==> config.mk <==
export PLATFORM = sky130hd
export DESIGN_NAME = ring_tx_credit_tracker
export DESIGN_NICKNAME = d
export VERILOG_FILES = /design/src/rtl/core/rtc_pkg.sv /design/src/rtl/core/ring_tx_credit_tracker.sv
export SDC_FILE = /design/constraint.sdc
export NUM_CORES = 1
export LEC_CHECK = 0
export BUFFER_PORTS_ARGS = -buffer_cell sky130_fd_sc_hd__buf_2
export CAP_MARGIN = 0
export CORE_MARGIN = 2
export CORE_UTILIZATION = 54
export CTS_CLUSTER_SIZE = 40
export DETAILED_ROUTE_END_ITERATION = 16
export HOLD_SLACK_MARGIN = 0.06
export PLACE_DENSITY = 0.76
export SLEW_MARGIN = 20
export SYNTH_ARGS = -nofsm -noshare
export SYNTH_HDL_FRONTEND = slang
export SYNTH_SLANG_ARGS = --single-unit
==> constraint.sdc <==
create_clock -name clk -period 6.8 [get_ports clk]
set_input_delay 0 -clock clk [delete_from_list [all_inputs] [get_ports clk]]
set_output_delay 0 -clock clk [all_outputs]
set_load 0.1 [all_outputs]
==> src/rtl/core/rtc_pkg.sv <==
// Shared types and codes for the transmit-ring credit tracker.
// No dependencies; used by the top level and its checker.
`default_nettype none

package rtc_pkg;

  typedef logic [1:0] op_t;
  typedef logic [2:0] status_t;

  localparam op_t OP_OBSERVE = 2'd0;
  localparam op_t OP_SUBMIT  = 2'd1;
  localparam op_t OP_REPORT  = 2'd2;

  localparam status_t ST_OBSERVED  = 3'd0;
  localparam status_t ST_ACCEPTED  = 3'd1;
  localparam status_t ST_DROPPED   = 3'd2;
  localparam status_t ST_REPORTED  = 3'd3;
  localparam status_t ST_NO_REPORT = 3'd4;

  // Mirror half-word of a cursor that has wrapped an odd number of times.
  localparam logic [15:0] MIRROR_ONES = 16'hffff;

endpackage

`default_nettype wire

==> src/rtl/core/ring_tx_credit_tracker.sv <==
// Transmit-ring credit tracker: one request at a time, one result per request.
// A request is taken only while the sequencer is idle. It then checks the
// cursors, decides on accounting, examines the credit FIFO entries one by one
// (at most CREDIT_SLOTS, one read of the credit memory per cycle) and forms
// the result; a new request is not taken until that result is formed.
// The result sits in an output register; the next request is taken while it
// waits, and only the final step waits for that register to be free.
// Depends on rtc_pkg.
`default_nettype none

module ring_tx_credit_tracker #(
  parameter int RING_CAPACITY = 1024,
  parameter int CREDIT_SLOTS  = 8,
  parameter int MAX_TX_LENGTH = 120
) (
  input  wire                  clk,
  input  wire                  rst_n,
  input  wire                  cfg_we,
  input  wire                  cfg_wdata,
  input  wire                  in_valid,
  output logic                 in_ready,
  input  wire rtc_pkg::op_t    in_operation,
  input  wire [31:0]           in_read_cursor,
  input  wire [31:0]           in_write_cursor,
  input  wire                  in_descriptor_ok,
  input  wire                  in_link_ok,
  input  wire [7:0]            in_packet_length,
  output logic                 out_valid,
  input  wire                  out_ready,
  output rtc_pkg::status_t     out_status,
  output logic [31:0]          out_next_write_cursor,
  output logic [15:0]          out_completed_count,
  output logic [3:0]           out_retired_packets
);

  localparam int CW = $clog2(CREDIT_SLOTS + 1);
  localparam int HW = (CREDIT_SLOTS > 1) ? $clog2(CREDIT_SLOTS) : 1;
  localparam int SW = CW + 1;

  localparam logic [15:0] RC16  = 16'(RING_CAPACITY);
  localparam logic [16:0] RC17  = 17'(RING_CAPACITY);
  localparam logic [17:0] RC18  = 18'(RING_CAPACITY);
  localparam logic [CW-1:0] SLOTS_C = CW'(CREDIT_SLOTS);
  localparam logic [SW-1:0] SLOTS_S = SW'(CREDIT_SLOTS);
  localparam logic [HW:0] SLOTS_H = (HW + 1)'(CREDIT_SLOTS);
  localparam logic [7:0] MAX_LEN = 8'(MAX_TX_LENGTH);

  localparam logic [2:0] S_IDLE   = 3'd0;
  localparam logic [2:0] S_FILL   = 3'd1;
  localparam logic [2:0] S_ACCT   = 3'd2;
  localparam logic [2:0] S_WALK   = 3'd3;
  localparam logic [2:0] S_DECIDE = 3'd4;

  logic [2:0]  state_r, state_nxt;

  // Request fields held for the duration of the work.
  rtc_pkg::op_t op_r;
  logic [31:0] rc_r, wc_r;
  logic        desc_r, link_r;
  logic [7:0]  len_r;

  logic        fill_ok_r;
  logic [16:0] avail_r;
  logic [15:0] drained_r, drained_nxt;
  logic [CW-1:0] retired_r, retired_nxt;

  logic [HW-1:0] head_r, head_nxt;
  logic [CW-1:0] count_r, count_nxt;
  logic [15:0] bif_r, bif_nxt;
  logic [15:0] tally_r, tally_nxt;
  logic        fce_r;

  // Credit FIFO storage: remaining byte counts of queued packets.
  logic [7:0]  credit_mem [CREDIT_SLOTS];
  logic [7:0]  rd_data_r;
  logic        mem_we, mem_re;
  logic [HW-1:0] mem_wa, mem_ra;
  logic [7:0]  mem_wd;

  logic        out_valid_r;
  rtc_pkg::status_t status_r, status_nxt;
  logic [31:0] nwc_r, nwc_nxt;
  logic [15:0] count_out_r, count_out_nxt;
  logic [CW-1:0] retired_out_r;
  logic [CW+3:0] retired_ext;

  // Cursor check and fill level.
  logic [15:0] ri, wi, rm, wm;
  logic        fill_ok;
  logic [16:0] avail;

  always_comb begin
    ri = rc_r[31:16];
    wi = wc_r[31:16];
    rm = rc_r[15:0];
    wm = wc_r[15:0];
    fill_ok = desc_r && (ri < RC16) && (wi < RC16) &&
              (rm == 16'd0 || rm == rtc_pkg::MIRROR_ONES) &&
              (wm == 16'd0 || wm == rtc_pkg::MIRROR_ONES);
    if (rm == wm) begin
      fill_ok = fill_ok && (wi >= ri);
      avail   = 17'(wi - ri);
    end else begin
      fill_ok = fill_ok && (wi <= ri);
      avail   = RC17 - 17'(ri) + 17'(wi);
    end
  end

  // Walk step and decision helpers.
  logic [15:0] rem;
  logic [HW:0] head_inc;
  logic [HW-1:0] head_next_slot;
  logic [SW-1:0] slot_sum;
  logic [HW-1:0] enq_slot;
  logic        do_acct, commit, len_bad, room_bad;
  logic [16:0] cursor_idx;

  always_comb begin
    rem = {8'd0, rd_data_r};
    head_inc = (HW + 1)'(head_r) + (HW + 1)'(1);
    head_next_slot = (head_inc == SLOTS_H) ? '0 : head_inc[HW-1:0];
    slot_sum = SW'(head_r) + SW'(count_r);
    enq_slot = (slot_sum >= SLOTS_S) ? HW'(slot_sum - SLOTS_S) : HW'(slot_sum);
    do_acct = link_r && (op_r inside {rtc_pkg::OP_OBSERVE, rtc_pkg::OP_SUBMIT,
                                      rtc_pkg::OP_REPORT}) &&
              fill_ok_r && (avail_r <= {1'b0, bif_r});
    commit = !out_valid_r || out_ready;
    len_bad = (len_r == 8'd0) || (len_r > MAX_LEN) || len_r[0] ||
              (count_r >= SLOTS_C) ||
              (({1'b0, bif_r} + 17'(len_r)) > RC17);
    room_bad = !fill_ok_r || ((18'(avail_r) + 18'(len_r)) > RC18);
    cursor_idx = 17'(wc_r[31:16]) + 17'(len_r);
  end

  always_comb begin
    state_nxt     = state_r;
    drained_nxt   = drained_r;
    retired_nxt   = retired_r;
    head_nxt      = head_r;
    count_nxt     = count_r;
    bif_nxt       = bif_r;
    tally_nxt     = tally_r;
    mem_we        = 1'b0;
    mem_wa        = head_r;
    mem_wd        = 8'd0;
    mem_re        = 1'b0;
    mem_ra        = head_r;
    status_nxt    = rtc_pkg::ST_OBSERVED;
    nwc_nxt       = wc_r;
    count_out_nxt = 16'd0;

    case (state_r)
      S_IDLE: begin
        if (in_valid) begin
          state_nxt   = S_FILL;
          retired_nxt = '0;
        end
      end
      S_FILL: begin
        state_nxt = S_ACCT;
      end
      S_ACCT: begin
        state_nxt = S_DECIDE;
        if (do_acct) begin
          drained_nxt = bif_r - avail_r[15:0];
          bif_nxt     = avail_r[15:0];
          if (avail_r[15:0] != bif_r && count_r != '0) begin
            mem_re    = 1'b1;
            mem_ra    = head_r;
            state_nxt = S_WALK;
          end
        end
      end
      S_WALK: begin
        if (drained_r < rem) begin
          // Partly drained packet: keep what is left at the head.
          mem_we    = 1'b1;
          mem_wa    = head_r;
          mem_wd    = rem[7:0] - drained_r[7:0];
          state_nxt = S_DECIDE;
        end else begin
          drained_nxt = drained_r - rem;
          head_nxt    = head_next_slot;
          count_nxt   = count_r - CW'(1);
          retired_nxt = retired_r + CW'(1);
          if (fce_r) begin
            tally_nxt = tally_r + 16'd1;
          end
          if (drained_nxt != 16'd0 && count_nxt != '0) begin
            mem_re = 1'b1;
            mem_ra = head_next_slot;
          end else begin
            state_nxt = S_DECIDE;
          end
        end
      end
      S_DECIDE: begin
        if (commit) begin
          state_nxt = S_IDLE;
          case (op_r)
            rtc_pkg::OP_OBSERVE: begin
              status_nxt = rtc_pkg::ST_OBSERVED;
            end
            rtc_pkg::OP_SUBMIT: begin
              status_nxt = rtc_pkg::ST_DROPPED;
              if (link_r) begin
                if (len_bad || room_bad) begin
                  if (fce_r) begin
                    tally_nxt = tally_r + 16'd1;
                  end
                end else begin
                  status_nxt = rtc_pkg::ST_ACCEPTED;
                  mem_we     = 1'b1;
                  mem_wa     = enq_slot;
                  mem_wd     = len_r;
                  count_nxt  = count_r + CW'(1);
                  bif_nxt    = bif_r + 16'(len_r);
                  if (cursor_idx >= RC17) begin
                    nwc_nxt = {16'(cursor_idx - RC17), wc_r[15:0] ^ rtc_pkg::MIRROR_ONES};
                  end else begin
                    nwc_nxt = {cursor_idx[15:0], wc_r[15:0]};
                  end
                end
              end
            end
            rtc_pkg::OP_REPORT: begin
              status_nxt = rtc_pkg::ST_NO_REPORT;
              if (link_r && fce_r && tally_r != 16'd0) begin
                status_nxt    = rtc_pkg::ST_REPORTED;
                count_out_nxt = tally_r;
                tally_nxt     = 16'd0;
              end
            end
            default: begin
              status_nxt = rtc_pkg::ST_OBSERVED;
            end
          endcase
        end
      end
      default: begin
        state_nxt = S_IDLE;
      end
    endcase
  end

  always_ff @(posedge clk) begin
    if (mem_we) begin
      credit_mem[mem_wa] <= mem_wd;
    end
    if (mem_re) begin
      rd_data_r <= credit_mem[mem_ra];
    end
  end

  always_ff @(posedge clk) begin
    if (!rst_n) begin
      state_r     <= S_IDLE;
      head_r      <= '0;
      count_r     <= '0;
      bif_r       <= 16'd0;
      tally_r     <= 16'd0;
      fce_r       <= 1'b0;
      out_valid_r <= 1'b0;
    end else begin
      state_r <= state_nxt;
      head_r  <= head_nxt;
      count_r <= count_nxt;
      bif_r   <= bif_nxt;
      tally_r <= tally_nxt;
      if (cfg_we) begin
        fce_r <= cfg_wdata;
      end
      if (state_r == S_DECIDE && commit) begin
        out_valid_r <= 1'b1;
      end else if (out_ready) begin
        out_valid_r <= 1'b0;
      end
    end
  end

  always_ff @(posedge clk) begin
    if (state_r == S_IDLE && in_valid) begin
      op_r   <= in_operation;
      rc_r   <= in_read_cursor;
      wc_r   <= in_write_cursor;
      desc_r <= in_descriptor_ok;
      link_r <= in_link_ok;
      len_r  <= in_packet_length;
    end
    if (state_r == S_FILL) begin
      fill_ok_r <= fill_ok;
      avail_r   <= avail;
    end
    drained_r <= drained_nxt;
    retired_r <= retired_nxt;
    if (state_r == S_DECIDE && commit) begin
      status_r      <= status_nxt;
      nwc_r         <= nwc_nxt;
      count_out_r   <= count_out_nxt;
      retired_out_r <= retired_r;
    end
  end

  assign retired_ext = {4'd0, retired_out_r};

  assign in_ready              = (state_r == S_IDLE);
  assign out_valid             = out_valid_r;
  assign out_status            = status_r;
  assign out_next_write_cursor = nwc_r;
  assign out_completed_count   = count_out_r;
  assign out_retired_packets   = retired_ext[3:0];

endmodule

`default_nettype wire

After elaboration in Yosys (flattened, before gate mapping)
Memory sizes are Yosys's and may differ from the RTL's. A register that Yosys moved wholly into a read port is not among the register bits.
Index checks and enable logic that the tools add are counted.
- register bits after elaboration: 213
- memory bits (writable): 64
- bits of input ports: 82
- output and inout port bits: 57
- logic and storage cells: 203
- memories: 1
- $add $sub $neg: 18
- magnitude comparators: 12
- equal/unequal tests: 23
- multiplexer cells: 76
- bitwise operators: 2
- reductions and logical operators: 50
- memory list (memory ; words ; width ; rd ports ; clocked after Yosys merged registers in ; wr ports ; RTL line ; text):
    credit_mem ; 8 ; 8 ; 1 ; 1 ; 1 ; ring_tx_credit_tracker.sv:74 ; logic [7:0] credit_mem [CREDIT_SLOTS];
- operators with widths (cell ; number):
    two-way mux 16 bit ; 13
    two-way mux 32 bit ; 6
    one-hot mux 16 bit (2 select lines) ; 4
    two-way mux 3 bit ; 17
    two-way mux 8 bit ; 5
    adder 16 x 8 -> 17 bit ; 2
    == test 16 bit (second input constant) ; 2
    zero test 16 bit ; 2
    < comparator 16 x 11 -> 1 bit (second input constant) ; 2
    nonzero test 16 bit ; 2
    two-way mux 4 bit ; 7
    adder 17 x 8 -> 18 bit ; 1
    > comparator 18 x 11 -> 1 bit (second input constant) ; 1
    adder 17 x 16 -> 17 bit ; 1
    greater-or-equal comparator 17 x 11 -> 1 bit (second input constant) ; 1
    > comparator 17 x 11 -> 1 bit (second input constant) ; 1
    <= comparator 17 x 16 -> 1 bit ; 1
    two-way mux 17 bit ; 1
    subtractor 11 x 16 -> 17 bit (first input constant) ; 1
    subtractor 16 x 16 -> 17 bit ; 1
    adder 16 x 1 -> 16 bit (second input constant) ; 1
    adder 16 x 8 -> 16 bit ; 1
    == test 16 bit ; 1
    greater-or-equal comparator 16 bit ; 1
    46 further kinds ; 106

Logic depth before layout (Yosys ltp)
- depth in word-level cells: 13
- mapped depth: 19
- mapped depth without buffers: 18

Worst setup path before layout
OpenSTA, ideal clock, no wires.
- kind: reg2reg
- from: register state_r[0]
- to: register retired_r[0] (enable)
- data arrival time: 4964 ps
- data required time: 6494 ps
- slack: 1530 ps
- cell stages (with the launch flop): 4
- cells stage by stage: dfxtp_1 nor3_1 and2_1 or2_2
- longest elaborated chain between the ends: 3
- elaborated cells between the ends (all ways): 6
- ends and longest elaborated chain (element ; RTL line ; text):
    from (decl) ; ring_tx_credit_tracker.sv:54 ; logic [2:0] state_r, state_nxt;
    from (signal assigned) ; ring_tx_credit_tracker.sv:265 ; state_r <= state_nxt;
    zero test 3 bit (*) ; - ;
    net in_ready ; ring_tx_credit_tracker.sv:21 ; output logic in_ready,
    inequality test 2 bit (no source line) / nonzero test 2 bit (equally long branches) ; - ;
    AND reduction 3 bit (no source line) (*) ; - ;
    to (signal assigned) ; ring_tx_credit_tracker.sv:295 ; retired_r <= retired_nxt;
    to (decl) ; ring_tx_credit_tracker.sv:65 ; logic [CW-1:0] retired_r, retired_nxt;
Mark *: on every way through the listed nets, which the timed path passes. The rest lies on a longest branch.
A chain may end at the register's enable or synchronous reset.

Final worst setup path
- from: register len_r[0]
- to: memory credit_mem[4][2] (enable)
- longest elaborated chain between the ends: 13
- elaborated cells between the ends (all ways): 24
- ends and longest elaborated chain (element ; RTL line ; text):
    from (decl) ; ring_tx_credit_tracker.sv:60 ; logic [7:0] len_r;
    from (signal assigned) ; ring_tx_credit_tracker.sv:288 ; len_r <= in_packet_length;
    branches (longest 5 deep; another with adder 17 x 8 -> 18 bit) ; - ;
    logical OR 1 bit (*) ; ring_tx_credit_tracker.sv:207 ; if (len_bad || room_bad) begin
    two-way mux 1 bit ; ring_tx_credit_tracker.sv:207 ;
    two-way mux 1 bit ; ring_tx_credit_tracker.sv:206 ; if (link_r) begin
    two-way mux 1 bit ; ring_tx_credit_tracker.sv:200 ; case (op_r)
    two-way mux 1 bit ; ring_tx_credit_tracker.sv:198 ; if (commit) begin
    one-hot mux 1 bit (2 select lines) ; ring_tx_credit_tracker.sv:152 ; case (state_r)
    two-way mux 1 bit ; ring_tx_credit_tracker.sv:247 ; if (mem_we) begin
    two-way mux 1 bit (not written as such) ; ring_tx_credit_tracker.sv:248 ; credit_mem[mem_wa] <= mem_wd;
    to (decl) ; ring_tx_credit_tracker.sv:74 ;
Mark *: on every way between the ends.

==> results.sh <==
export IMPL_status="complete, no violations"
export IMPL_cp_data_arrival_time_ps=5510
export IMPL_synth_simple_area_share=0.155
export IMPL_synth_compound_gate_area_share=0.166
export IMPL_cts_resized_gates=0
export IMPL_grt_usage=0.274
export IMPL_grt_max_degree=69
export IMPL_antenna_found_initial=0
export IMPL_gp_congestion=0.927
export IMPL_synth_area_leaders="edfxtp_1 41%, ha_1 8.2%, dfxtp_1 5.0%"
export IMPL_yosysMostFrequentCell="edfxtp_1"
export IMPL_syn_area_mm2=0.0176
export IMPL_cts_setup_buffers=0
export IMPL_vias=14249
export IMPL_cts_made_buffers=30
export IMPL_synth_common_cells="241 x edfxtp_1, 139 x inv_1, 117 x nor2_1"
export IMPL_fin_worst_skew_ps=17.6
export IMPL_cpMaxStageDelayCell="a21oi_1"
export IMPL_synth_fa_ha_area_frac=0.107
export IMPL_dpl_hpwl_um=32600
export IMPL_dpl_cell_count=2245
export IMPL_initial_utilization=0.545
export IMPL_dieHeight_um=185
export IMPL_final_max_slew_viol_count=0
export IMPL_first_pass_iters=5
export IMPL_worstSetupEndpointType="flop"
export IMPL_grt_pass1_wl_um=73700
export IMPL_instances_no_fill=2382
export IMPL_clock_path_buffers=3
export IMPL_cts_sinks=285
export IMPL_antenna_cells=0
export IMPL_cp_max_fo=18
export IMPL_cp_num_buf_inv=0
export IMPL_slew_headroom=0.313
export IMPL_fin_hold_ws_ps=125
export IMPL_nets=2135
export IMPL_syn_to_final_growth_pct=16.5
export IMPL_start_kind="flop"
export IMPL_power_leakage_uw=0.00769
export IMPL_worstMarginPinSlew_ps=1030
export IMPL_ys_ff_latch=285
export IMPL_nFillCells=2523
export IMPL_syn_inst=1713
export IMPL_placementRows=66
export IMPL_synth_mux_area_frac=0.00794
export IMPL_remaining_drc_errors=0
export IMPL_cts_tree="yes"
export IMPL_ctsHtreeMaxLevel=1
export IMPL_timing_final_crit_share=0.780
export IMPL_synth_avg_cell_area_um2=10.3
export IMPL_critPathTopFamily="simple AND/OR/NAND/NOR gates"
export IMPL_finalSetupViolations=0
export IMPL_fp_dieW_um=185
export IMPL_via_per_inst=5.98
export IMPL_synth_warnings=0
export IMPL_worstPathRequired_ps=7000
export IMPL_path_cells="ha_1 > fa_1 > a211oi_1 > o21ai_0 > and2_1 > mux2i_1 > o21ai_0 > nor4_1 > and4_1 > and4_1 > nand2_4 > or4_1 > a21oi_1"
export IMPL_criticalPathCategory="flop to flop"
export IMPL_insertion_delay_ps=590
export IMPL_ant_nets=0
export IMPL_core_area_mm2=0.0324
export IMPL_die_area_mm2=0.0341
export IMPL_grt_setup_unrepaired="false"
export IMPL_ys_types=81
export IMPL_ys_flop_type="edfxtp_1"
export IMPL_power_density_mw_per_mm2=239
export IMPL_grt_pass1_vias=13713
export IMPL_irDropWorstVdd_v=0.000267
export IMPL_maxCapViolations=0
export IMPL_fmax_mhz=189
export IMPL_cts_root_buf="clkbuf_16"
export IMPL_synth_enable_flop_cells=241
export IMPL_setup_tns_final_ps=0
export IMPL_hold_violations=0
export IMPL_drive_gt1_frac=0.118
export IMPL_synth_top_area_frac=0.410
export IMPL_cpPeakStageDelay_ps=670
export IMPL_grt_overflow=0
export IMPL_yosysSeqAreaShare=0.460
export IMPL_finalCriticalPeriod_ps=5300
export IMPL_wl_per_cell_um=19.8
export IMPL_synth_xor_area_share=0.0581
export IMPL_pin_count=139
export IMPL_cts_hold_buf=81
export IMPL_hold_path_class="input port to flop"
export IMPL_wirelength_um=47300
export IMPL_async_flop_share=0
export IMPL_clkSlewWorstSetupHoldPaths_ps=70
export IMPL_fin_util=0.635
export IMPL_syn_nets=1932
export IMPL_synth_largest_area_cell="edfxtp_1"
export IMPL_drt_initial_drc_count=1457
export IMPL_portBuffers=138
export IMPL_synth_top_family_by_area="compound AO/OA/AOI/OAI gates"
cells by family (layout without fill, tap and decap cells):
logic type	after synthesis	in the layout
AO/OA/AOI/OAI	439	439
XOR/XNOR	117	117
adder cells (fa/ha/maj)	137	137
buffers and inverters	200	427
flip-flops	285	285
multiplexers	14	14
AND/OR/NAND/NOR	521	521
final cells by class:
| class | instances | area (µm²) | share of cell area |
|---|---|---|---|
| Multi-Input combinational cell | 1228 | 8730 | 0.425 |
| Sequential cell | 285 | 8120 | 0.395 |
| Timing Repair Buffer | 232 | 1600 | 0.0778 |
| Clock buffer | 38 | 801 | 0.0390 |
| Tap cell | 442 | 553 | 0.0269 |
| Inverter | 139 | 522 | 0.0254 |
| Clock inverter | 18 | 224 | 0.0109 |
layout by cell type (no fill, tap or decap), drive strengths merged, types with 22 or more instances in the layout:
cell type / n
a211oi: 35
a21boi: 37
a21oi: 110
a311oi: 33
and2: 27
buf: 151
clkbuf: 38
dfxtp: 44
dlygate4sd3: 81
edfxtp: 241
fa: 22
ha: 115
inv: 140
nand2: 105
nand3: 36
nand4: 32
nor2: 118
nor3: 37
nor4: 40
o21ai: 89
or3: 23
xnor2: 72
xor2: 45
metal layers:
layer  part of all wire  global-route usage  up-vias
li1                   -                   -     6754
met1               0.41               0.354     6768
met2               0.50               0.484      637
met3              0.071              0.0397       90
met4              0.025              0.0657        0
met5                  0                   0        -
power by group:
group          leakage, µW  switching (µW)  internal (µW)
registers          0.00258             118           2020
clock network     0.000500             720            990
logic              0.00461             649            416
total              0.00769            1490           3430
sequential cells by signal, indices dropped and copies added, names as in the netlist, 2 cells and up:
register and flops:
len_r 8, out_retired_packets 4, count_r 4, out_completed_count 16
retired_r 4, head_r 3, out_status 3, op_r 2
credit_mem 64, out_next_write_cursor 32, state_r 3, drained_r 16
bif_r 16, wc_r 32, rd_data_r 8, avail_r 17
rc_r 32, tally_r 16
stage by stage:
stage                     power [µW]  setup WS [ps]  cell area (µm²)
after global routing            5110           1180            20500
after floorplan                 2900           1530            17600
after global placement          3140           1840            18700
after detailed placement        3160           1640            18700
final                           4920           1500            20500
after CTS                       4870           1600            20500
worst reg2reg max path, stage by stage, from the launching register on:
cell and delay [ps]:
edfxtp_1 470, ha_1 280, fa_1 430, a211oi_1 440
o21ai_0 330, and2_1 280, mux2i_1 210, o21ai_0 120
nor4_1 160, and4_1 240, and4_1 490, nand2_4 250
or4_1 550, a21oi_1 670
path summary, 6_finish.rpt:
kind / slack (ps) / startpoint / cells past startpoint / to
worst max-delay path: 1500 / len_r[0] / 13 / credit_mem[4][2]
worst max register to register: 1500 / len_r[0] / 13 / credit_mem[4][2]
worst min-delay path: 130 / in_read_cursor[16] / 2 / rc_r[16]
worst min register to register: 480 / retired_r[3] / 0 / out_retired_packets[3]
Power figures use the tool's default switching activity.
